`config.mk`:
```
export PLATFORM = sky130hd
export DESIGN_NAME = dsbu_ram
export DESIGN_NICKNAME = d
export VERILOG_FILES = /design/src/rtl/dsbu_ram.sv
export SDC_FILE = /design/constraint.sdc
export NUM_CORES = 1
export LEC_CHECK = 0
export BUFFER_PORTS_ARGS = -buffer_cell sky130_fd_sc_hd__buf_2
export CAP_MARGIN = 5
export CORE_MARGIN = 4
export CORE_UTILIZATION = 45
export DETAILED_ROUTE_END_ITERATION = 8
export PLACE_DENSITY = 0.64
export SYNTH_ARGS = -nofsm -noshare
export SYNTH_HDL_FRONTEND = slang
export SYNTH_SLANG_ARGS = --single-unit
```
`constraint.sdc`:
```
create_clock -name clk_i -period 2.35 [get_ports clk_i]
set_input_delay 0.5875 -clock clk_i [delete_from_list [all_inputs] [get_ports clk_i]]
set_output_delay 0.5875 -clock clk_i [all_outputs]
set_load 0.01 [all_outputs]
```
`src/rtl/dsbu_ram.sv`:
```
`timescale 1ns / 1ps
// Generic single write port, single read port RAM with a registered read.
// Stand-alone; no package dependency.
module dsbu_ram #(
  parameter int WIDTH = 8,
  parameter int DEPTH = 16
) (
  input  logic                                            clk_i,
  input  logic                                            we_i,
  input  logic [((DEPTH > 1) ? $clog2(DEPTH) : 1)-1:0]    waddr_i,
  input  logic [WIDTH-1:0]                                wdata_i,
  input  logic                                            re_i,
  input  logic [((DEPTH > 1) ? $clog2(DEPTH) : 1)-1:0]    raddr_i,
  output logic [WIDTH-1:0]                                rdata_o
);

  logic [WIDTH-1:0] mem_q [DEPTH];
  logic [WIDTH-1:0] rdata_q;

  always_ff @(posedge clk_i) begin
    if (we_i) begin
      mem_q[waddr_i] <= wdata_i;
    end
    if (re_i) begin
      rdata_q <= mem_q[raddr_i];
    end
  end

  assign rdata_o = rdata_q;

endmodule

```
==> impl_metrics.ini <==
[cells_and_area]
layout_commonest_cell = edfxtp_1
diodes = 0
final_cell_mix = 136 x edfxtp_1, 26 x buf_2, 21 x buf_4, 18 x mux4_2, 17 x clkbuf_16
stdcell_count = 444
final_cell_area_um2 = 6210
area_growth_pct = 18.8
utilization_pct = 54.4
fin_nets = 308
drive_gt1_share_pct = 31.2

[global_routing]
grt_pass1_vias = 2489
grt_usage_pct = 16.9
grt_pass1_wl_um = 15400
grt_max_degree = 33
antenna_found_initial = 0
grt_overflow = 0

[die]
die_x_um = 116
die_y_um = 116
start_util_pct = 45.8
fp-row-count = 39
die_area_um2 = 13400
core_area_um2 = 11400
io_pins = 27

[power_and_ir_drop]
intPower_mw = 4.28
powerDensity_nw_per_um2 = 861
seq_power_share_pct = 51.4
p_switching_mw = 1.06
pwr-share-comb_pct = 4.9
p_total_mw = 5.35
total_leakage_power_nw = 2.11
swShare_pct = 19.9
ir_drop_mv = 0.476
power.share.clock_pct = 43.6

[timing]
layout_worst_path_cycle_share_pct = 74.8
rsz0062_at_grt = no
worstMarginPinSlew_ns = 0.393
finalWorstSetupSlack_ns = 0.592
holdWs_ns = 0.556
fin_skew_ns = 0.00995
final-hold-violation-count = 0
period_needed_ns = 1.76
fmax_ghz = 0.569
slew_headroom_pct = 73.8
drv_slew = 0
fin_setup_tns_ns = 0
setup_viol = 0

[placed_design]
port_buffers = 26
hpwlAfterDp_um = 6530
place_ws_ns = 0.159
gp_congestion = 0.741
placed_area_um2 = 5690
placed_cells = 413

[logic_synthesis]
synth_cell_types = 18
syn_area_um2 = 5230
avgSynthCellArea_um2 = 22.8
ys_seq_elements = 136
yosysSeqAreaShare_pct = 78.1
synthCells = 229
synth_nets = 248
ys_warn_count = 0

[clock_tree]
cts-buffers-inserted = 17
ctsHoldBuffers = 0
cts_buffer_depth = 2
clockRootBuffer = clkbuf_16
clock_latency_ns = 0.41
cts_max_level = 4
numClockSinks = 136
post_cts_buffers = 0
path_clk_slew_ns = 0.06
cts_resized = 0
cts_tree = built

[worst_setup_path]
crit_path_max_incr_delay_ns = 0.55
cp.arrival_ns = 1.91
cp-start-kind = primary input
path_delay_family = multiplexers
required_ns = 2.50
path_class = primary input to register
path_buf_inv = 2
cp_cell_sequence = buf_2 -> buf_12 -> mux4_1 -> a22oi_1 -> nand2_1
cpMaxStageDelayCell = mux4_1
critPathCaptureType = register
cp_max_fo = 9

[detailed_routing]
drtIter0Drc = 200
first_pass_iters = 6
wl_per_cell_um = 22.6
vias = 2493
remaining_drc_errors = 0
totalWireLength_um = 10100
via_per_inst = 5.61
antenna_left = 0

[status]
status = completed

[job]
max_cap_violations = 0

[hold_path]
hold_class = primary input to register
## flip-flops by register name, summed over array words and instances, names as in the netlist
signal	cells
mem_q	128
rdata_o	8
## final timing paths
kind | slack, ns | cells after the start | to | from
min | 0.56 | 1 | rdata_o[5]$_DFFE_PP_ | re_i
max | 0.59 | 5 | rdata_o[4]$_DFFE_PP_ | raddr_i[0]
min reg2reg | 0.74 | 3 | rdata_o[2]$_DFFE_PP_ | mem_q[14][2]$_DFFE_PP_
max reg2reg | 0.83 | 3 | rdata_o[4]$_DFFE_PP_ | mem_q[8][4]$_DFFE_PP_
## cell usage after synthesis
cell type,instances,share of area [%]
nand3b_1,2,0.29
buf_2,3,0.29
clkdlybuf4s25_2,3,0.57
mux4_2,18,7.8
mux4_1,14,7.0
a22oi_1,16,2.3
nand2_1,9,0.65
and2b_1,1,0.14
nor2_1,13,0.93
and2_1,1,0.12
nor3_1,4,0.38
buf_6,3,0.65
nand2b_1,2,0.24
or3b_2,1,0.17
nand3_1,1,0.096
buf_4,1,0.14
edfxtp_1,136,78
nor2b_1,1,0.12
## layout make-up
class	instances	area, µm²
Fill cell	882	5210
Timing Repair Buffer	51	368
Sequential cell	136	4080
Tap cell	143	179
Clock inverter	10	81.3
Multi-Input combinational cell	83	1060
Clock buffer	21	440
## power groups by stage
stage	logic [mW]	clock network [mW]	registers [mW]
detailed placement	0.268	0	2.80
global placement	0.263	0	2.80
finish	0.262	2.33	2.75
global route	0.286	2.52	2.75
floorplan	0.138	0	2.80
CTS	0.268	2.37	2.75
## logic make-up after synthesis
| kind of cell | after synthesis | synth area share [%] |
|---|---|---|
| buffers and inverters | 10 | 1.65 |
| flip-flops | 136 | 78.1 |
| multiplexers | 32 | 14.8 |
| AND/OR/NAND/NOR | 35 | 3.14 |
| AO/OA/AOI/OAI | 16 | 2.30 |
## per-layer routing
metal	vias up	routed length, µm	part of all wire, %	GRT usage [%]
li1	1103	-	-	-
met1	1287	4470	45	24.1
met2	89	4830	48	24.4
met3	14	602	6.0	5.69
met4	0	149	1.5	6.26
met5	-	0	0	0
No activity file was read; power rests on OpenSTA's default activity.
