File: src/rtl/dsbu_pkg.sv
`timescale 1ns / 1ps
// Package for the debugger step and breakpoint unit.
// Holds the table geometry, codes, word types and status structs; no dependencies.
package dsbu_pkg;

  localparam int TABLE_DEPTH = 256;
  localparam int ADDR_W      = (TABLE_DEPTH > 1) ? $clog2(TABLE_DEPTH) : 1;
  localparam int CNT_W       = $clog2(TABLE_DEPTH + 1);
  localparam int CFG_W       = 9;
  localparam int LIM_W       = (CNT_W > CFG_W) ? CNT_W : CFG_W;
  localparam int LINE_W      = 24;
  localparam int HIT_W       = 8;
  localparam int DEPTH_W     = 16;

  localparam logic signed [DEPTH_W-1:0] DEPTH_MAX = 16'sh7FFF;
  localparam logic signed [DEPTH_W-1:0] DEPTH_MIN = -16'sh8000;

  typedef enum logic [1:0] {
    KIND_EVENT = 2'd0,
    KIND_WRITE = 2'd1,
    KIND_MODE  = 2'd2,
    KIND_NONE  = 2'd3
  } kind_e;

  typedef enum logic [1:0] {
    EV_CALL   = 2'd0,
    EV_RETURN = 2'd1,
    EV_LINE   = 2'd2,
    EV_OTHER  = 2'd3
  } ev_e;

  typedef enum logic [1:0] {
    MODE_NONE = 2'd0,
    MODE_INTO = 2'd1,
    MODE_OVER = 2'd2,
    MODE_OUT  = 2'd3
  } mode_e;

  localparam logic [1:0] NOTIFY_NONE = 2'd3;

  typedef enum logic [1:0] {
    S_IDLE = 2'd0,
    S_SCAN = 2'd1,
    S_DONE = 2'd2
  } scan_state_e;

  typedef struct packed {
    kind_e             kind;
    ev_e               event_type;
    logic [LINE_W-1:0] line_number;
    logic              source_present;
    logic [7:0]        entry_index;
    logic [LINE_W-1:0] entry_line;
    logic              entry_source_present;
    mode_e             new_mode;
  } in_word_t;

  typedef struct packed {
    logic             break_now;
    logic [1:0]       notify;
    logic             hit_found;
    logic [HIT_W-1:0] hit_index;
    mode_e            mode_now;
  } out_word_t;

  typedef struct packed {
    logic              src;
    logic [LINE_W-1:0] line;
  } bp_entry_t;

  localparam int ENTRY_W = $bits(bp_entry_t);

  // Decision of the step logic for the word being accepted.
  typedef struct packed {
    logic brk;
    logic scan;
  } step_res_t;

  typedef struct packed {
    logic              start;
    logic              need_scan;
    logic [LINE_W-1:0] line;
  } scan_start_t;

  typedef struct packed {
    logic idle;
    logic done;
    logic hit;
  } scan_stat_t;

endpackage

File: src/rtl/dsbu_scan.sv
`timescale 1ns / 1ps
// Breakpoint table scan sequencer: sequences each word and walks the table RAM.
// Depends on dsbu_pkg and reads through the dsbu_ram read port.
module dsbu_scan (
  input  logic                                 clk_i,
  input  logic                                 rst_ni,
  input  dsbu_pkg::scan_start_t                start_i,
  input  logic [dsbu_pkg::LIM_W-1:0]           lim_i,
  input  logic                                 load_i,
  output logic                                 re_o,
  output logic [dsbu_pkg::ADDR_W-1:0]          raddr_o,
  input  dsbu_pkg::bp_entry_t                  rdata_i,
  output dsbu_pkg::scan_stat_t                 stat_o,
  output logic [dsbu_pkg::HIT_W-1:0]           last_hit_o
);

  localparam int XW = (dsbu_pkg::ADDR_W > dsbu_pkg::HIT_W) ? dsbu_pkg::ADDR_W
                                                            : dsbu_pkg::HIT_W;

  dsbu_pkg::scan_state_e               state_q, state_d;
  logic [dsbu_pkg::CNT_W-1:0]          rd_idx_q, rd_idx_d;
  logic                                cmp_vld_q, cmp_vld_d;
  logic [dsbu_pkg::ADDR_W-1:0]         cmp_idx_q, cmp_idx_d;
  logic                                hit_q, hit_d;
  logic [dsbu_pkg::HIT_W-1:0]          last_hit_q, last_hit_d;
  logic [dsbu_pkg::LINE_W-1:0]         line_q, line_d;
  logic [XW-1:0]                       cmp_idx_x;
  logic                                cmp_last;

  assign cmp_idx_x = XW'(cmp_idx_q);
  assign cmp_last  = (dsbu_pkg::LIM_W'(cmp_idx_q) + dsbu_pkg::LIM_W'(1)) == lim_i;
  assign raddr_o   = rd_idx_q[dsbu_pkg::ADDR_W-1:0];

  always_comb begin
    state_d    = state_q;
    rd_idx_d   = rd_idx_q;
    cmp_vld_d  = 1'b0;
    cmp_idx_d  = cmp_idx_q;
    hit_d      = hit_q;
    last_hit_d = last_hit_q;
    line_d     = line_q;
    re_o       = 1'b0;
    unique case (state_q)
      dsbu_pkg::S_IDLE: begin
        if (start_i.start) begin
          rd_idx_d = '0;
          hit_d    = 1'b0;
          line_d   = start_i.line;
          state_d  = start_i.need_scan ? dsbu_pkg::S_SCAN : dsbu_pkg::S_DONE;
        end
      end
      dsbu_pkg::S_SCAN: begin
        // One read is issued per cycle; the entry read in the previous cycle
        // is checked alongside it, so a stop may leave one spare read behind.
        re_o = dsbu_pkg::LIM_W'(rd_idx_q) < lim_i;
        if (re_o) begin
          rd_idx_d  = rd_idx_q + dsbu_pkg::CNT_W'(1);
          cmp_vld_d = 1'b1;
          cmp_idx_d = raddr_o;
        end
        if (cmp_vld_q) begin
          priority if (!rdata_i.src) begin
            cmp_vld_d = 1'b0;
            state_d   = dsbu_pkg::S_DONE;
          end else if (rdata_i.line == line_q) begin
            hit_d      = 1'b1;
            last_hit_d = cmp_idx_x[dsbu_pkg::HIT_W-1:0];
            cmp_vld_d  = 1'b0;
            state_d    = dsbu_pkg::S_DONE;
          end else if (cmp_last) begin
            cmp_vld_d = 1'b0;
            state_d   = dsbu_pkg::S_DONE;
          end
        end
      end
      dsbu_pkg::S_DONE: begin
        if (load_i) begin
          state_d = dsbu_pkg::S_IDLE;
        end
      end
      default: begin
        state_d = dsbu_pkg::S_IDLE;
      end
    endcase
  end

  always_ff @(posedge clk_i or negedge rst_ni) begin
    if (!rst_ni) begin
      state_q    <= dsbu_pkg::S_IDLE;
      cmp_vld_q  <= 1'b0;
      hit_q      <= 1'b0;
      last_hit_q <= '0;
    end else begin
      state_q    <= state_d;
      cmp_vld_q  <= cmp_vld_d;
      hit_q      <= hit_d;
      last_hit_q <= last_hit_d;
    end
  end

  always_ff @(posedge clk_i) begin
    rd_idx_q  <= rd_idx_d;
    cmp_idx_q <= cmp_idx_d;
    line_q    <= line_d;
  end

  assign stat_o.idle = state_q == dsbu_pkg::S_IDLE;
  assign stat_o.done = state_q == dsbu_pkg::S_DONE;
  assign stat_o.hit  = hit_q;
  assign last_hit_o  = last_hit_q;

endmodule

File: config.mk
export PLATFORM = sky130hd
export DESIGN_NAME = dsbu_scan
export DESIGN_NICKNAME = d
export VERILOG_FILES = /design/src/rtl/dsbu_pkg.sv /design/src/rtl/dsbu_scan.sv
export SDC_FILE = /design/constraint.sdc
export NUM_CORES = 1
export LEC_CHECK = 0
export BUFFER_PORTS_ARGS = -buffer_cell sky130_fd_sc_hd__buf_4
export CORE_MARGIN = 4
export CORE_UTILIZATION = 43
export CTS_BUF_LIST = sky130_fd_sc_hd__clkbuf_2
export DETAILED_ROUTE_END_ITERATION = 10
export GPL_TIMING_DRIVEN = 0
export HOLD_SLACK_MARGIN = 0.06
export PLACE_DENSITY = 0.71
export SETUP_SLACK_MARGIN = 0.02
export SLEW_MARGIN = 5
export SYNTH_ARGS = -nofsm -noshare
export SYNTH_HDL_FRONTEND = slang
export SYNTH_SLANG_ARGS = --single-unit
File: constraint.sdc
create_clock -name clk_i -period 2.4 [get_ports clk_i]
set_clock_uncertainty 0.15 [all_clocks]
set_input_delay 0.24 -clock clk_i [delete_from_list [all_inputs] [get_ports clk_i]]
set_output_delay 0.24 -clock clk_i [all_outputs]
set_load 0.02 [all_outputs]
==> results.json <==
{
  "status": "finished, violations left",
  "violations": "negative setup slack",
  "drt-total-wl_microns": 6460,
  "syn_inst": 224,
  "layout_commonest_cell": "buf_4",
  "ys_seq_area_share_pct": 54.6,
  "drc": 0,
  "num_vias": 2136,
  "vias_per_cell": 4.96,
  "rr_worst_depth": 7,
  "worstHoldStart": "lim_i[7]",
  "netlist_area_sq_um": 2810,
  "crit_arrival_ns": 2.02,
  "muxShareOfSynthArea_pct": 4.28,
  "antenna_found_initial": 0,
  "io_pins": 83,
  "utilization_pct": 62.9,
  "fin_ws_ns": -0.00833,
  "core_area_sq_um": 6350,
  "placedCellCount": 383,
  "critPathCaptureType": "primary output",
  "synth-compound-area-share_pct": 8.88,
  "grt_pass1_wl_microns": 10300,
  "final-instance-count-excl-fill": 431,
  "grt_pass1_vias": 2224,
  "critPathKind": "register to primary output",
  "p_leak_nw": 1.73,
  "cp_data_required_time_ns": 2.01,
  "chipHeight_microns": 88.8,
  "seq_area_sq_um": 1530,
  "layout.nets": 426,
  "syn-mean-instance-area_sq_um": 12.5,
  "cts_num_sinks": 53,
  "clockBufferDepth": 2,
  "period_share_pct": 100,
  "cp_max_fo": 2,
  "regToRegSetupSlack_ns": 0.14,
  "synth_nets": 297,
  "async_reset_ff_share_pct": 22.6,
  "grt_usage_pct": 17.2,
  "timing.rr.end": "rd_idx_q[8]$_SDFFCE_PN0P_",
  "finalSetupViolations": 1,
  "clockRootBuffer": "clkbuf_2",
  "nFillCells": 505,
  "r2r-start": "rd_idx_q[1]$_SDFFCE_PN0P_",
  "cts_made_buffers": 5,
  "drtPass1Iterations": 4,
  "drive_above_1_share_pct": 37.3,
  "synth_top_family_by_area": "simple AND/OR/NAND/NOR gates",
  "place_congestion": 0.846,
  "worstMarginPinSlew_ns": 0.912,
  "diodes": 0,
  "wire_per_inst_microns": 15.0,
  "cp-start-kind": "register",
  "drv_cap": 0,
  "drtIter0Drc": 58,
  "final-max-slew-violation-count": 0,
  "finalHoldViolations": 0,
  "hold_class": "primary input to register",
  "syn_to_final_growth_pct": 42.5,
  "insertion_delay_ns": 0.45,
  "synth_xor_area_share_pct": 11.2,
  "gr-total-overflow": 0,
  "synth_edf_count": 41,
  "synthAdderAreaFrac_pct": 4.46,
  "rsz0062_at_grt": "true",
  "fp.dieW_microns": 88.8,
  "cts_tree": "built",
  "min_path_cells": 5,
  "min_to": "cmp_vld_q$_DFF_PN0_",
  "ys_types": 39,
  "port_buffers": 82,
  "whs_ns": 0.158,
  "ir_drop_uv": 504,
  "ys_warn_count": 0,
  "clk_pin_slew_ns": 0.30,
  "core.rowCount": 29,
  "antenna_left": 0,
  "start_util_pct": 44.2,
  "synthSimpleGateAreaFrac_pct": 12.0,
  "ys_seq_elements": 53,
  "p_per_area_nw_per_um2": 931,
  "multi_input_area_sq_um": 1190,
  "grt_max_degree": 26,
  "die_area_sq_um": 7880,
  "final_cell_mix": "buf_4 (100), edfxtp_1 (41), dlygate4sd3_1 (30)",
  "synth-main-ff-cell": "edfxtp_1",
  "slew_headroom_pct": 39.1,
  "dp_slack_ns": -0.142,
  "timing.fmax_ghz": 0.415,
  "period_needed_ns": 2.41,
  "htreeDepth": 2,
  "dp_hpwl_microns": 4620
}
## synthesized netlist by cell type (all sizes together), types with 3 or more instances
| library cell | count | area (sq um) |
|---|---|---|
| ha | 10 | 125 |
| edfxtp | 41 | 1230 |
| nand2b | 5 | 31.3 |
| a211oi | 3 | 35.0 |
| nor3 | 3 | 15.0 |
| xnor2 | 15 | 131 |
| nor2b | 5 | 31.3 |
| or3 | 3 | 18.8 |
| xor2 | 21 | 184 |
| nand4 | 6 | 52.6 |
| mux2 | 8 | 120 |
| o21ai | 8 | 40.0 |
| a21oi | 8 | 40.0 |
| buf | 10 | 78.8 |
| nor4 | 4 | 25.0 |
| nand2 | 9 | 33.8 |
| dfrtp | 12 | 300 |
| a21o | 5 | 38.8 |
| nor2 | 11 | 41.3 |
| inv | 11 | 41.3 |
| and4 | 3 | 28.8 |
| nand3 | 5 | 25.0 |
## cell families after synthesis
| logic type | after synthesis |
|---|---|
| AND/OR/NAND/NOR | 59 |
| flip-flops | 53 |
| XOR/XNOR | 36 |
| AO/OA/AOI/OAI | 35 |
| buffers and inverters | 23 |
| adder cells (fa/ha/maj) | 10 |
| multiplexers | 8 |
## what timing repair did
item	CTS	global route
gates resized for setup	3	5
setup buffers	6	4
endpoints found under the hold margin	40	0
pin swaps	5	7
endpoints found under the setup margin	11	16
hold buffers	30	0
## power by group
group / switching (mW) / total, mW / internal [mW]
clock: 0.311 / 0.392 / 0.0813
sequential: 0.244 / 1.62 / 1.37
combinational: 0.872 / 1.71 / 0.842
## state kept, by name, indices dropped and copies added (netlist names)
register    cells
line_q         24
state_q         2
cmp_vld_q       1
rd_idx_q        9
hit_q           1
cmp_idx_q       8
last_hit_o      8
## worst max-delay path, stage by stage, from the launching register on
cell and delay [ns]:
edfxtp_1 0.47, ha_1 0.31, a21o_1 0.15, a21o_1 0.16
a211oi_2 0.17, o21a_2 0.18, buf_6 0.12
## through the flow
step | TNS, ns | power, mW | instance area [sq um]
3_5_place_dp | -1.28 | 3.12 | 3520
6_report | -0.00833 | 3.72 | 4000
4_1_cts | -0.0866 | 3.66 | 3930
3_3_place_gp | -0.472 | 3.07 | 3520
2_1_floorplan | 0 | 2.61 | 2810
5_1_grt | -0.148 | 3.99 | 4000
## per-layer routing
layer / GRT usage (%) / part of all wire, %
met5: 0 / 0
met4: 5.49 / 1.9
met3: 2.51 / 3.4
met2: 31.8 / 54
met1: 20.2 / 41
## layout make-up
cell class | count | area share (%)
clock inverter | 3 | 0.657
inverter | 11 | 1.03
multi-input combinational | 148 | 29.9
buffer | 12 | 2.16
tap | 77 | 2.41
timing repair buffer | 122 | 24.9
clock buffer | 5 | 0.626
sequential | 53 | 38.3
## how the worst max path moves through the flow
stage / endpoint / slack (ns) / startpoint / cells past startpoint
5_1_grt: re_o / -0.15 / rd_idx_q[1]$_SDFFCE_PN0P_ / 6
6_report: re_o / -0.008 / rd_idx_q[1]$_SDFFCE_PN0P_ / 6
2_1_floorplan: rd_idx_q[0]$_SDFFCE_PN0P_ / 0.07 / rd_idx_q[6]$_SDFFCE_PN0P_ / 6
4_1_cts: re_o / -0.09 / rd_idx_q[6]$_SDFFCE_PN0P_ / 6
3_3_place_gp: rd_idx_q[7]$_SDFFCE_PN0P_ / -0.05 / rd_idx_q[6]$_SDFFCE_PN0P_ / 6
3_5_place_dp: rd_idx_q[7]$_SDFFCE_PN0P_ / -0.14 / rd_idx_q[6]$_SDFFCE_PN0P_ / 6
Power figures use the tool's default switching activity.
