## src/rtl/dsbu_pkg.sv

```systemverilog
`timescale 1ns / 1ps
// Package for the debugger step and breakpoint unit.
// Holds the table geometry, codes, word types and status structs; no dependencies.
package dsbu_pkg;

  localparam int TABLE_DEPTH = 256;
  localparam int ADDR_W      = (TABLE_DEPTH > 1) ? $clog2(TABLE_DEPTH) : 1;
  localparam int CNT_W       = $clog2(TABLE_DEPTH + 1);
  localparam int CFG_W       = 9;
  localparam int LIM_W       = (CNT_W > CFG_W) ? CNT_W : CFG_W;
  localparam int LINE_W      = 24;
  localparam int HIT_W       = 8;
  localparam int DEPTH_W     = 16;

  localparam logic signed [DEPTH_W-1:0] DEPTH_MAX = 16'sh7FFF;
  localparam logic signed [DEPTH_W-1:0] DEPTH_MIN = -16'sh8000;

  typedef enum logic [1:0] {
    KIND_EVENT = 2'd0,
    KIND_WRITE = 2'd1,
    KIND_MODE  = 2'd2,
    KIND_NONE  = 2'd3
  } kind_e;

  typedef enum logic [1:0] {
    EV_CALL   = 2'd0,
    EV_RETURN = 2'd1,
    EV_LINE   = 2'd2,
    EV_OTHER  = 2'd3
  } ev_e;

  typedef enum logic [1:0] {
    MODE_NONE = 2'd0,
    MODE_INTO = 2'd1,
    MODE_OVER = 2'd2,
    MODE_OUT  = 2'd3
  } mode_e;

  localparam logic [1:0] NOTIFY_NONE = 2'd3;

  typedef enum logic [1:0] {
    S_IDLE = 2'd0,
    S_SCAN = 2'd1,
    S_DONE = 2'd2
  } scan_state_e;

  typedef struct packed {
    kind_e             kind;
    ev_e               event_type;
    logic [LINE_W-1:0] line_number;
    logic              source_present;
    logic [7:0]        entry_index;
    logic [LINE_W-1:0] entry_line;
    logic              entry_source_present;
    mode_e             new_mode;
  } in_word_t;

  typedef struct packed {
    logic             break_now;
    logic [1:0]       notify;
    logic             hit_found;
    logic [HIT_W-1:0] hit_index;
    mode_e            mode_now;
  } out_word_t;

  typedef struct packed {
    logic              src;
    logic [LINE_W-1:0] line;
  } bp_entry_t;

  localparam int ENTRY_W = $bits(bp_entry_t);

  // Decision of the step logic for the word being accepted.
  typedef struct packed {
    logic brk;
    logic scan;
  } step_res_t;

  typedef struct packed {
    logic              start;
    logic              need_scan;
    logic [LINE_W-1:0] line;
  } scan_start_t;

  typedef struct packed {
    logic idle;
    logic done;
    logic hit;
  } scan_stat_t;

endpackage

```

## src/rtl/dsbu_step.sv

```systemverilog
`timescale 1ns / 1ps
// Step mode and nesting depth registers with the step decision for each word.
// Depends on dsbu_pkg.
module dsbu_step (
  input  logic                 clk_i,
  input  logic                 rst_ni,
  input  logic                 accept_i,
  input  dsbu_pkg::in_word_t   word_i,
  output dsbu_pkg::step_res_t  res_o,
  output dsbu_pkg::mode_e      mode_o
);

  dsbu_pkg::mode_e                           mode_q, mode_d;
  logic signed [dsbu_pkg::DEPTH_W-1:0]       depth_q, depth_d;
  logic signed [dsbu_pkg::DEPTH_W-1:0]       depth_inc, depth_dec;

  always_comb begin
    depth_inc = (depth_q != dsbu_pkg::DEPTH_MAX) ? depth_q + 16'sd1 : depth_q;
    depth_dec = (depth_q != dsbu_pkg::DEPTH_MIN) ? depth_q - 16'sd1 : depth_q;
  end

  always_comb begin
    mode_d    = mode_q;
    depth_d   = depth_q;
    res_o.brk  = 1'b0;
    res_o.scan = 1'b1;
    if (word_i.kind == dsbu_pkg::KIND_MODE) begin
      mode_d = word_i.new_mode;
    end else if (word_i.kind == dsbu_pkg::KIND_EVENT) begin
      unique case (mode_q)
        dsbu_pkg::MODE_INTO: begin
          if (word_i.event_type == dsbu_pkg::EV_LINE) begin
            depth_d    = '0;
            res_o.brk  = 1'b1;
            res_o.scan = 1'b0;
          end
        end
        dsbu_pkg::MODE_OUT: begin
          // Leaving the frame we stepped out of turns into stepping over.
          if (word_i.event_type == dsbu_pkg::EV_RETURN) begin
            if (depth_q == '0) begin
              mode_d = dsbu_pkg::MODE_OVER;
            end else begin
              depth_d = depth_dec;
            end
          end
        end
        dsbu_pkg::MODE_OVER: begin
          priority if (word_i.event_type == dsbu_pkg::EV_LINE && depth_q == '0) begin
            res_o.brk  = 1'b1;
            res_o.scan = 1'b0;
          end else if (word_i.event_type == dsbu_pkg::EV_CALL) begin
            depth_d = depth_inc;
          end else if (word_i.event_type == dsbu_pkg::EV_RETURN) begin
            depth_d = depth_dec;
          end
        end
        default: begin
        end
      endcase
    end
  end

  always_ff @(posedge clk_i or negedge rst_ni) begin
    if (!rst_ni) begin
      mode_q  <= dsbu_pkg::MODE_NONE;
      depth_q <= '0;
    end else if (accept_i) begin
      mode_q  <= mode_d;
      depth_q <= depth_d;
    end
  end

  assign mode_o = mode_q;

endmodule

```

## config.mk

```make
export PLATFORM = sky130hd
export DESIGN_NAME = dsbu_step
export DESIGN_NICKNAME = d
export VERILOG_FILES = /design/src/rtl/dsbu_pkg.sv /design/src/rtl/dsbu_step.sv
export SDC_FILE = /design/constraint.sdc
export NUM_CORES = 1
export LEC_CHECK = 0
export ABC_CLOCK_PERIOD_IN_PS = 2500
export BUFFER_PORTS_ARGS = -buffer_cell sky130_fd_sc_hd__buf_2
export CAP_MARGIN = 20
export CORE_ASPECT_RATIO = 0.6
export CORE_MARGIN = 10
export CORE_UTILIZATION = 49
export DETAILED_ROUTE_END_ITERATION = 8
export GPL_TIMING_DRIVEN = 0
export PLACE_DENSITY = 0.8
export SYNTH_ARGS = -nofsm -noshare
export SYNTH_HDL_FRONTEND = slang
export SYNTH_SLANG_ARGS = --single-unit
```

## constraint.sdc

```tcl
create_clock -name clk_i -period 2.5 [get_ports clk_i]
set_input_delay 0.5 -clock clk_i [delete_from_list [all_inputs] [get_ports clk_i]]
set_output_delay 0.5 -clock clk_i [all_outputs]
set_load 0.01 [all_outputs]
```

==> out/qor.yml, run 1 <==
worst-r2r-setup-slack_ns: 0.02
die_h_um: 67.4
p_per_area_mw_per_mm2: 1100
synth-seq-cells: 18
htree_levels: 1
ys_warn_count: 0
dominantRegCellSynth: "dfrtp_1"
fmax_mhz: 384
path_clk_slew_ns: 0.08
worstReg2RegStart: "depth_q[9]"
dieWidth_um: 99.0
crit_fanout: 8
hold_slack_ns: 0.158
stdcell_count: 303
finalHoldViolCount: 0
fin_crit_sh_pct: 104
grt_max_degree: 19
ir_worst_vdd_uv: 606
worstMarginPinSlew_ns: 0.694
critPathBufInv: 2
start_kind: "register"
clockBufferDepth: 2
finalClockSkew_ns: 0.00983
post-route-util_pct: 60.1
synth.area.top_cells: "dfrtp_1, a21oi_1, o31ai_1"
final_antenna_net_count: 0
nNetsFinal: 331
switchingPower_mw: 1.21
synth-edff-count: 0
cp.required_ns: 2.00
io_buffers: 12
synth_top_area_share_pct: 24.5
track_usage_pct: 17.7
crit_chain: "buf_6 > or4_4 > nor2_4 > and3_4 > a21oi_2 > nor3_2 > buf_2"
cap_violations: 0
reg2regPathDepth: 7
power.internal_mw: 1.20
drt_iter0_markers: 362
antenna_found_initial: 0
start_util_pct: 50.5
die_area_mm2: 0.00667
critPathTopFamily: "simple AND/OR/NAND/NOR gates"
cts_num_sinks: 18
first_pass_iters: 7
routabilityCongestion: 1.01
grt_overflow: 0
relSlewSlack_pct: 53.1
wl_mm: 6.37
dp_slack_ns: -0.223
synthesis.nets: 306
synth_top_cell_by_area: "dfrtp_1"
core_mm2: 0.00364
regToRegEndpoint: "depth_q[14]"
syn_inst: 232
ioPinCount: 71
ys_types: 64
status: "finished with violations"
cts_made_buffers: 3
p_leak_nw: 0.882
p_clk_share_pct: 10.3
syn_avg_cell_area_um2: 7.91
drive_gt1_share_pct: 25.8
clk_latency_ns: 0.26
worst_slack_ns: -0.106
netlist_area_mm2: 0.00184
drc: 0
crit_type: "reg2out"
dpl.cell_count: 291
rows: 17
root_buffer: "clkbuf_8"
antenna_cells: 0
hpwl_mm: 4.19
critPathSlowestCell: "or4_4"
p_comb_share_pct: 68.0
ys_async_sr_fraction_pct: 100
crit_end: "res_o[1]"
area_delta_synth_final_pct: 19.2
finalSetupViolCount: 2
grt_pass1_wl_mm: 9.47
via_per_inst: 7.11
violations: "setup timing"
rsz0062_at_grt: "yes"
crit_arrival_ns: 2.11
cp.depth: 7
crit_path_end_kind: "primary output"
crit_start: "depth_q[8]"
hp-class: "in2async"
seqPwrFrac_pct: 21.7
grt_pass1_vias: 1783
worst_path_largest_cell_delay_ns: 0.54
period_needed_ns: 2.61
sw_frac_of_total_pct: 50.2
ys_seq_area_share_pct: 24.5
wl_per_cell_um: 21.0
cts_tree: "built"
drv_slew: 0
layout_common_cells: "nor2_1, a21oi_1, dfrtp_1"
route.vias.total: 2155
[worst min path at each step]
stage,from,end,slack (ns),cells after the start
final,rst_ni,depth_q[15],0.16,1
after global routing,rst_ni,depth_q[11],0.19,1
after CTS,rst_ni,depth_q[7],0.17,1
after detailed placement,rst_ni,depth_q[7],0.45,1
after global placement,rst_ni,depth_q[6],0.45,1
after floorplan,rst_ni,depth_q[0],0.20,0
[metrics by stage]
step / area (um^2) / TNS, ns / power, mW
6_report: 2190 / -0.118 / 2.41
5_1_grt: 2190 / -0.328 / 2.56
4_1_cts: 2070 / -0.0667 / 2.13
3_5_place_dp: 1950 / -1.62 / 1.81
3_3_place_gp: 1950 / -1.78 / 1.79
2_1_floorplan: 1840 / 0 / 1.48
[repair_timing]
action	in CTS	in global routing
buffers inserted	3	6
endpoints found under the setup margin	18	18
cloned	0	0
hold buffers	0	0
gates resized for setup	8	20
pin swaps	1	6
[layout make-up]
class	count	area, um^2
inverter	6	22.5
buffer	18	140
tap	47	58.8
multi-input combinational	189	1330
clock buffer	4	55.1
sequential	18	453
timing repair buffer	21	128
fill	333	1450
[per-layer routing]
metal,track usage [%],vias up,routed length (um)
li1,-,944,-
met1,25.8,996,2770
met2,24.8,179,2490
met3,5.60,36,898
met4,2.85,0,210
met5,0,-,0
[registers in the layout (all words and copies together) (netlist names)]
signal,flops
mode_o,2
depth_q,16
[synth_stat cells (2+ instances only)]
| cell type | number |
|---|---|
| and4_1 | 3 |
| nand4_1 | 5 |
| or4_1 | 4 |
| o21ai_0 | 14 |
| and3_1 | 2 |
| o22a_1 | 2 |
| nor4b_1 | 2 |
| a21boi_0 | 2 |
| o21a_1 | 3 |
| a22oi_1 | 5 |
| a21oi_1 | 21 |
| nor2_1 | 22 |
| or2_2 | 2 |
| and2_1 | 6 |
| buf_2 | 5 |
| nor3_1 | 6 |
| nand3_1 | 8 |
| a21o_1 | 2 |
| dfrtp_1 | 18 |
| nand3b_1 | 2 |
| inv_1 | 6 |
| and4_2 | 2 |
| nand2b_1 | 2 |
| o22ai_1 | 2 |
| o211ai_1 | 3 |
| a31oi_1 | 5 |
| o31ai_1 | 12 |
| clkbuf_8 | 3 |
| a221oi_1 | 2 |
| clkbuf_1 | 7 |
| buf_6 | 3 |
| nand2_1 | 12 |
| ha_1 | 7 |
| a211oi_1 | 2 |
[power groups by stage]
stage	sequential [mW]	clock [mW]	combinational, mW
finish	0.522	0.248	1.64
CTS	0.512	0.249	1.36
detailed placement	0.508	0	1.30
floorplan	0.477	0	1.01
global placement	0.502	0	1.29
global route	0.536	0.262	1.76
[logic make-up (layout without fill, tap and decap cells)]
group                    Yosys count  after routing  synth area share, %
AND/OR/NAND/NOR                   91             91                 28.4
AO/OA/AOI/OAI                     88             88                 32.2
buffers and inverters             25             49                 8.52
flip-flops                        18             18                 24.5
adder cells (fa/ha/maj)            7              7                 4.77
XOR/XNOR                           2              2                0.955
multiplexers                       1              1                0.545
Note: power is estimated with default switching activity, not from simulation.
==> run 2: changes to the inputs <==
Settings changed: ABC_CLOCK_PERIOD_IN_PS 2500 to 3000, CAP_MARGIN 20 to unset, CORE_UTILIZATION 49 to 50, PLACE_DENSITY 0.8 to 0.82, RECOVER_POWER set to 100.
Clock period 2.5 ns to 3 ns, I/O delays scaled along.
==> run 2 against run 1 <==
  * The flow now finishes without violations
  * Register-to-register slack gained 0.19 ns
  * Hold slack better by 0.31 ns
  * First-iteration DRC count is 10% lower
  * Flip-flop and latch count did not move
  * Final cell count down 3.3%
  * Worst setup slack improved by 0.23 ns
  * Count of clock-buffer cells in the layout unchanged
==> out/qor.yml, run 2 (synthesis results as in run 1) <==
status: "complete, no violations"
setup_total_negative_slack_ns: 0  # +0.118 ns
cts_tree: "built"
worst_slack_ns: 0.127  # +0.233 ns
core_mm2: 0.00338  # -7.0%
fin_crit_sh_pct: 95.8
track_usage_pct: 17.0  # -0.66 points
ctsHoldBuffers: 0  # unchanged
worstMarginPinSlew_ns: 0.971  # +0.277 ns
area_delta_synth_final_pct: 9.13
crit_type: "reg2out"
regToRegEndpoint: "depth_q[9]"
htree_levels: 1  # unchanged
final_antenna_net_count: 0  # unchanged
wl_mm: 5.69  # -11%
largest_register_ffs: 16  # unchanged
cts_num_sinks: 18  # unchanged
switchingPower_mw: 0.887  # -27%
p_clk_share_pct: 11.4  # +1.1 points
p_comb_share_pct: 64.3  # -3.7 points
rsz0062_at_grt: "no"
ioPinCount: 71  # unchanged
dp_slack_ns: 0.304  # +0.527 ns
root_buffer: "clkbuf_8"
relSlewSlack_pct: 35.3  # -18 points
power.internal_mw: 0.883  # -26%
reg2regPathDepth: 7  # unchanged
route.vias.total: 2018  # -6.4%
cts_setup_buffers: 0  # -3
cp.required_ns: 2.40  # +0.40 ns
hpwl_mm: 4.38  # +4.6%
critPathSlowestCell: "dfrtp_1"
grt_pass1_vias: 1760  # -1.3%
routabilityCongestion: 1.00  # -0.94%
grt_max_degree: 19  # unchanged
hp-class: "in2async"
finalSetupViolCount: 0  # -2
crit_chain: "inv_1 > ha_1 > nor4b_2 > and2b_2 > and3_2 > a21oi_1 > nor3_1 > clkbuf_2"
clk_latency_ns: 0.26  # about the same
antenna_found_initial: 0  # unchanged
dieWidth_um: 98.2  # -0.80%
path_clk_slew_ns: 0.07  # about the same
crit_arrival_ns: 2.27  # +0.16 ns
drc: 0  # unchanged
sw_frac_of_total_pct: 50.1  # about the same
start_util_pct: 54.3  # +3.8 points
drv_slew: 0  # unchanged
io_buffers: 12  # unchanged
final_common_cell: "nor2_1"
layout_common_cells: "nor2_1, a21oi_1, dfrtp_1"
nNetsFinal: 323  # -2.4%
finalClockSkew_ns: 0.00524  # -0.00460 ns
die_area_mm2: 0.00657  # -1.5%
p_per_area_mw_per_mm2: 884  # -20%
p_leak_nw: 0.814  # -7.7%
start_kind: "register"
rows: 16  # -1
grt_overflow: 0  # unchanged
crit_fanout: 7  # -1
grt_pass1_wl_mm: 9.25  # -2.4%
worst-r2r-setup-slack_ns: 0.21  # +0.19 ns
period_needed_ns: 2.87
via_per_inst: 6.89  # -3.2%
die_h_um: 66.9  # -0.71%
postCtsResizedCells: 1  # -7
drive_gt1_share_pct: 14.9  # -11 points
ir_worst_vdd_uv: 519  # -14%
fmax_mhz: 348
seqPwrFrac_pct: 24.2  # +2.5 points
first_pass_iters: 4  # -3
wl_per_cell_um: 19.4  # -7.7%
worst_path_largest_cell_delay_ns: 0.46  # -0.08 ns
finalHoldViolCount: 0  # unchanged
cts_made_buffers: 3  # unchanged
largest_register: "depth_q"
cap_violations: 0  # unchanged
worstReg2RegStart: "depth_q[0]"
clockBufferDepth: 2  # unchanged
antenna_cells: 0  # unchanged
crit_path_end_kind: "primary output"
drt_iter0_markers: 324  # -10%
## run 2: how the worst max path moves through the flow
stage                      end  depth (start not counted)  slack [ns]        from
global placement    depth_q[9]                          7        0.27  depth_q[0]
floorplan             res_o[1]                          7        0.62  depth_q[0]
global route        depth_q[9]                          7        0.03  depth_q[0]
finish                res_o[1]                          8        0.13  depth_q[0]
CTS                   res_o[1]                          8        0.18  depth_q[0]
detailed placement    res_o[1]                          8        0.30  depth_q[0]
## run 2: critical path, delay by kind of cell (launching register included)
kind                     cells  cell delay [ns]
AND/OR/NAND/NOR              4             1.03
flip-flops                   1             0.46
buffers and inverters        2             0.27
adder cells (fa/ha/maj)      1             0.18
AO/OA/AOI/OAI                1             0.08
## run 2: area by class of cell
class	instances	area, um^2
inverter	6	22.5
tap	45	56.3
sequential	18	450
buffer	19	128
timing repair buffer	12	56.3
fill	323	1380
multi-input combinational	189	1230
clock buffer	4	55.1
## run 2: power by group through the flow
stage                     Combinational (mW)  Sequential, mW  Clock, mW
after global routing                    1.24           0.437      0.219
after floorplan                        0.838           0.398          0
after detailed placement                1.09           0.424          0
after global placement                  1.08           0.419          0
final                                   1.14           0.429      0.202
after CTS                               1.10           0.423      0.208
## run 2: through the flow
| step | hold slack [ns] | total power, mW | cell area (um^2) | utilization (%) | cells |
|---|---|---|---|---|---|
| 2_1_floorplan | 0.304 | 1.24 | 1840 | - | 232 |
| 3_3_place_gp | 0.551 | 1.50 | 1950 | 57.7 | 289 |
| 3_5_place_dp | 0.556 | 1.51 | 1950 | 57.7 | 289 |
| 4_1_cts | 0.273 | 1.73 | 2010 | 59.5 | 293 |
| 5_1_grt | 0.550 | 1.89 | 2000 | 59.2 | 293 |
| 6_report | 0.470 | 1.77 | 2000 | 59.2 | 293 |
## run 2: routing by layer
layer	global-route usage [%]	wire, um
met4	2.67	36
met2	22.7	2190
met5	0	0
met1	25.9	2690
met3	4.74	773
==> run 3: changes to the inputs <==
Settings changed: CELL_PAD_IN_SITES_DETAIL_PLACEMENT set to 1, CELL_PAD_IN_SITES_GLOBAL_PLACEMENT set to 2, CORE_UTILIZATION 50 to 29, PLACE_DENSITY 0.82 to 0.86, REMOVE_ABC_BUFFERS set to 1.
==> run 3 against run 2 <==
  * First-iteration DRC count down 59%
  * Global-route usage decreased by 4.9 points
  * Non-clock buffer count down 19
  * Hold slack better by 0.039 ns
  * Final cell count rose by 6.8%
  * Critical path depth stayed put
  * Register-to-register slack better by 0.05 ns
  * Largest power group unchanged
  * Critical path type unchanged
  * Cell area shrank 3.5%
  * Via count down 6.9%
  * Clock power rose by 12%
  * Wire length grew 5.7%
  * Count of clock-buffer cells in the layout unchanged
==> out/qor.yml, run 3 (synthesis results as in run 1) <==
ioPinCount: 71  # unchanged
clk_latency_ns: 0.28  # +0.02 ns
relSlewSlack_pct: 25.1  # -10 points
rows: 22  # +6
final_common_cell: "nor2_1"
crit_type: "reg2out"
cts_setup_buffers: 0  # unchanged
dieWidth_um: 123  # +25%
p_comb_share_pct: 55.2  # -9.1 points
p_leak_nw: 0.740  # -9.1%
regToRegEndpoint: "depth_q[15]"
cts_num_sinks: 18  # unchanged
period_needed_ns: 2.77  # -0.100 ns
io_buffers: 12  # unchanged
cts_tree: "built"
sw_frac_of_total_pct: 51.6  # +1.5 points
post-route-util_pct: 31.5  # -28 points
clockBufferDepth: 2  # unchanged
die_h_um: 81.6  # +22%
register_area_um2: 450  # unchanged
place_area_mm2: 0.00187  # -4.4%
htree_levels: 1  # unchanged
first_pass_iters: 4  # unchanged
crit_end: "res_o[1]"
worst_path_largest_cell_delay_ns: 0.47  # about the same
cts_made_buffers: 3  # unchanged
grt_pass1_vias: 1798  # +2.2%
drt_iter0_markers: 132  # -59%
hpwl_mm: 4.44  # +1.4%
p_per_area_mw_per_mm2: 884  # about the same
start_kind: "register"
final_antenna_net_count: 0  # unchanged
largest_register_ffs: 16  # unchanged
largest_register: "depth_q"
rsz0062_at_grt: "no"
nNetsFinal: 304  # -5.9%
route.vias.total: 1878  # -6.9%
crit_chain: "inv_1 > ha_1 > nor4b_2 > and2b_2 > and3_2 > a21oi_1 > nor3_1 > clkbuf_2"
drive_gt1_share_pct: 12.2  # -2.7 points
stdcell_count: 313  # +6.8%
grt_overflow: 0  # unchanged
reg2regPathDepth: 8  # +1
cap_violations: 0  # unchanged
crit_fanout: 7  # unchanged
track_usage_pct: 12.1  # -4.9 points
worst-r2r-setup-slack_ns: 0.26  # +0.05 ns
routabilityCongestion: 0.954  # -4.9%
dp_slack_ns: -0.131  # -0.435 ns
power.internal_mw: 0.827  # -6.4%
postCtsResizedCells: 1  # unchanged
finalClockSkew_ns: 0.00693  # +0.00169 ns
path_clk_slew_ns: 0.09  # +0.02 ns
die_area_mm2: 0.0100  # +52%
wl_per_cell_um: 19.2  # -1.0%
multi_input_area_mm2: 0.00124  # +0.71%
drc: 0  # unchanged
wl_mm: 6.01  # +5.7%
core_mm2: 0.00614  # +81%
ir_worst_vdd_uv: 351  # -32%
antenna_cells: 0  # unchanged
crit_path_end_kind: "primary output"
worstReg2RegStart: "mode_o[0]"
crit_start: "depth_q[0]"
grt_max_degree: 27  # +8
crit_arrival_ns: 2.17  # -0.10 ns
cp.required_ns: 2.40  # about the same
switchingPower_mw: 0.883  # -0.51%
via_per_inst: 6.00  # -13%
worstMarginPinSlew_ns: 1.12  # +0.152 ns
grt_pass1_wl_mm: 9.76  # +5.6%
worst_slack_ns: 0.227  # +0.100 ns
fmax_mhz: 361  # +3.6%
status: "complete, no violations"
root_buffer: "clkbuf_8"
start_util_pct: 29.9  # -24 points
p_clk_share_pct: 13.3  # +1.9 points
antenna_found_initial: 0  # unchanged
dpl.cell_count: 309  # +6.9%
finalSetupViolCount: 0  # unchanged
ctsHoldBuffers: 0  # unchanged
nFillCells: 757  # +130%
finalHoldViolCount: 0  # unchanged
design_area_mm2: 0.00193  # -3.5%
fin_crit_sh_pct: 92.4  # -3.3 points
seqPwrFrac_pct: 31.5  # +7.3 points
layout_common_cells: "nor2_1, a21oi_1, dfrtp_1"
drv_slew: 0  # unchanged
critPathSlowestCell: "dfrtp_1"
area_delta_synth_final_pct: 5.32
hp-class: "in2async"
-- run 3: cell types whose count changed in the layout (fill, tap and decap cells not counted), moves of 2 or more --
cell	previous run	this run
buf_2	10	7
buf_6	2	0
clkbuf_2	5	2
clkbuf_1	10	3
clkbuf_8	7	4
-- run 3: layer usage --
layer,global-route usage [%],part of all wire [%]
met5,0,0
met2,16.0,39
met3,3.08,8.5
met4,1.87,0.067
met1,18.8,53
-- run 3: layout make-up --
type,instances,area share [%]
clock buffers,4,2.85
inverters,6,1.17
multi-input cells,189,64.3
flip-flops and latches,18,23.3
well taps,84,5.44
repair buffers,12,2.91
-- run 3: worst min path at each step --
stage                     startpoint          to  slack [ns]  cells past startpoint
final                         rst_ni  depth_q[6]        0.51                      1
after global routing       word_i[1]   mode_o[1]        0.58                      2
after CTS                     rst_ni  depth_q[6]        0.28                      1
after detailed placement   mode_o[1]   mode_o[1]        0.57                      1
after global placement        rst_ni  depth_q[7]        0.58                      1
after floorplan               rst_ni  depth_q[0]        0.30                      0
-- run 3: stage by stage --
step                      hold WS (ns)  setup TNS [ns]  power (mW)
final                            0.509               0        1.71
after global routing             0.576               0        1.86
after CTS                        0.284               0        1.68
after detailed placement         0.573          -0.203        1.45
after global placement           0.575          -0.188        1.43
after floorplan                  0.304               0        1.16
-- run 3: power groups by stage --
stage	sequential, mW	clock [mW]	combinational (mW)
2_1_floorplan	0.467	0	0.698
3_3_place_gp	0.528	0	0.897
3_5_place_dp	0.534	0	0.915
4_1_cts	0.528	0.229	0.921
5_1_grt	0.562	0.238	1.06
6_report	0.539	0.227	0.944
-- run 3: worst max-delay path: cells and delay by family, from the launching register on --
family / cells / cell delay [ns]
flip-flops: 1 / 0.47
AND/OR/NAND/NOR: 4 / 0.90
adder cells (fa/ha/maj): 1 / 0.19
AO/OA/AOI/OAI: 1 / 0.07
buffers and inverters: 2 / 0.28
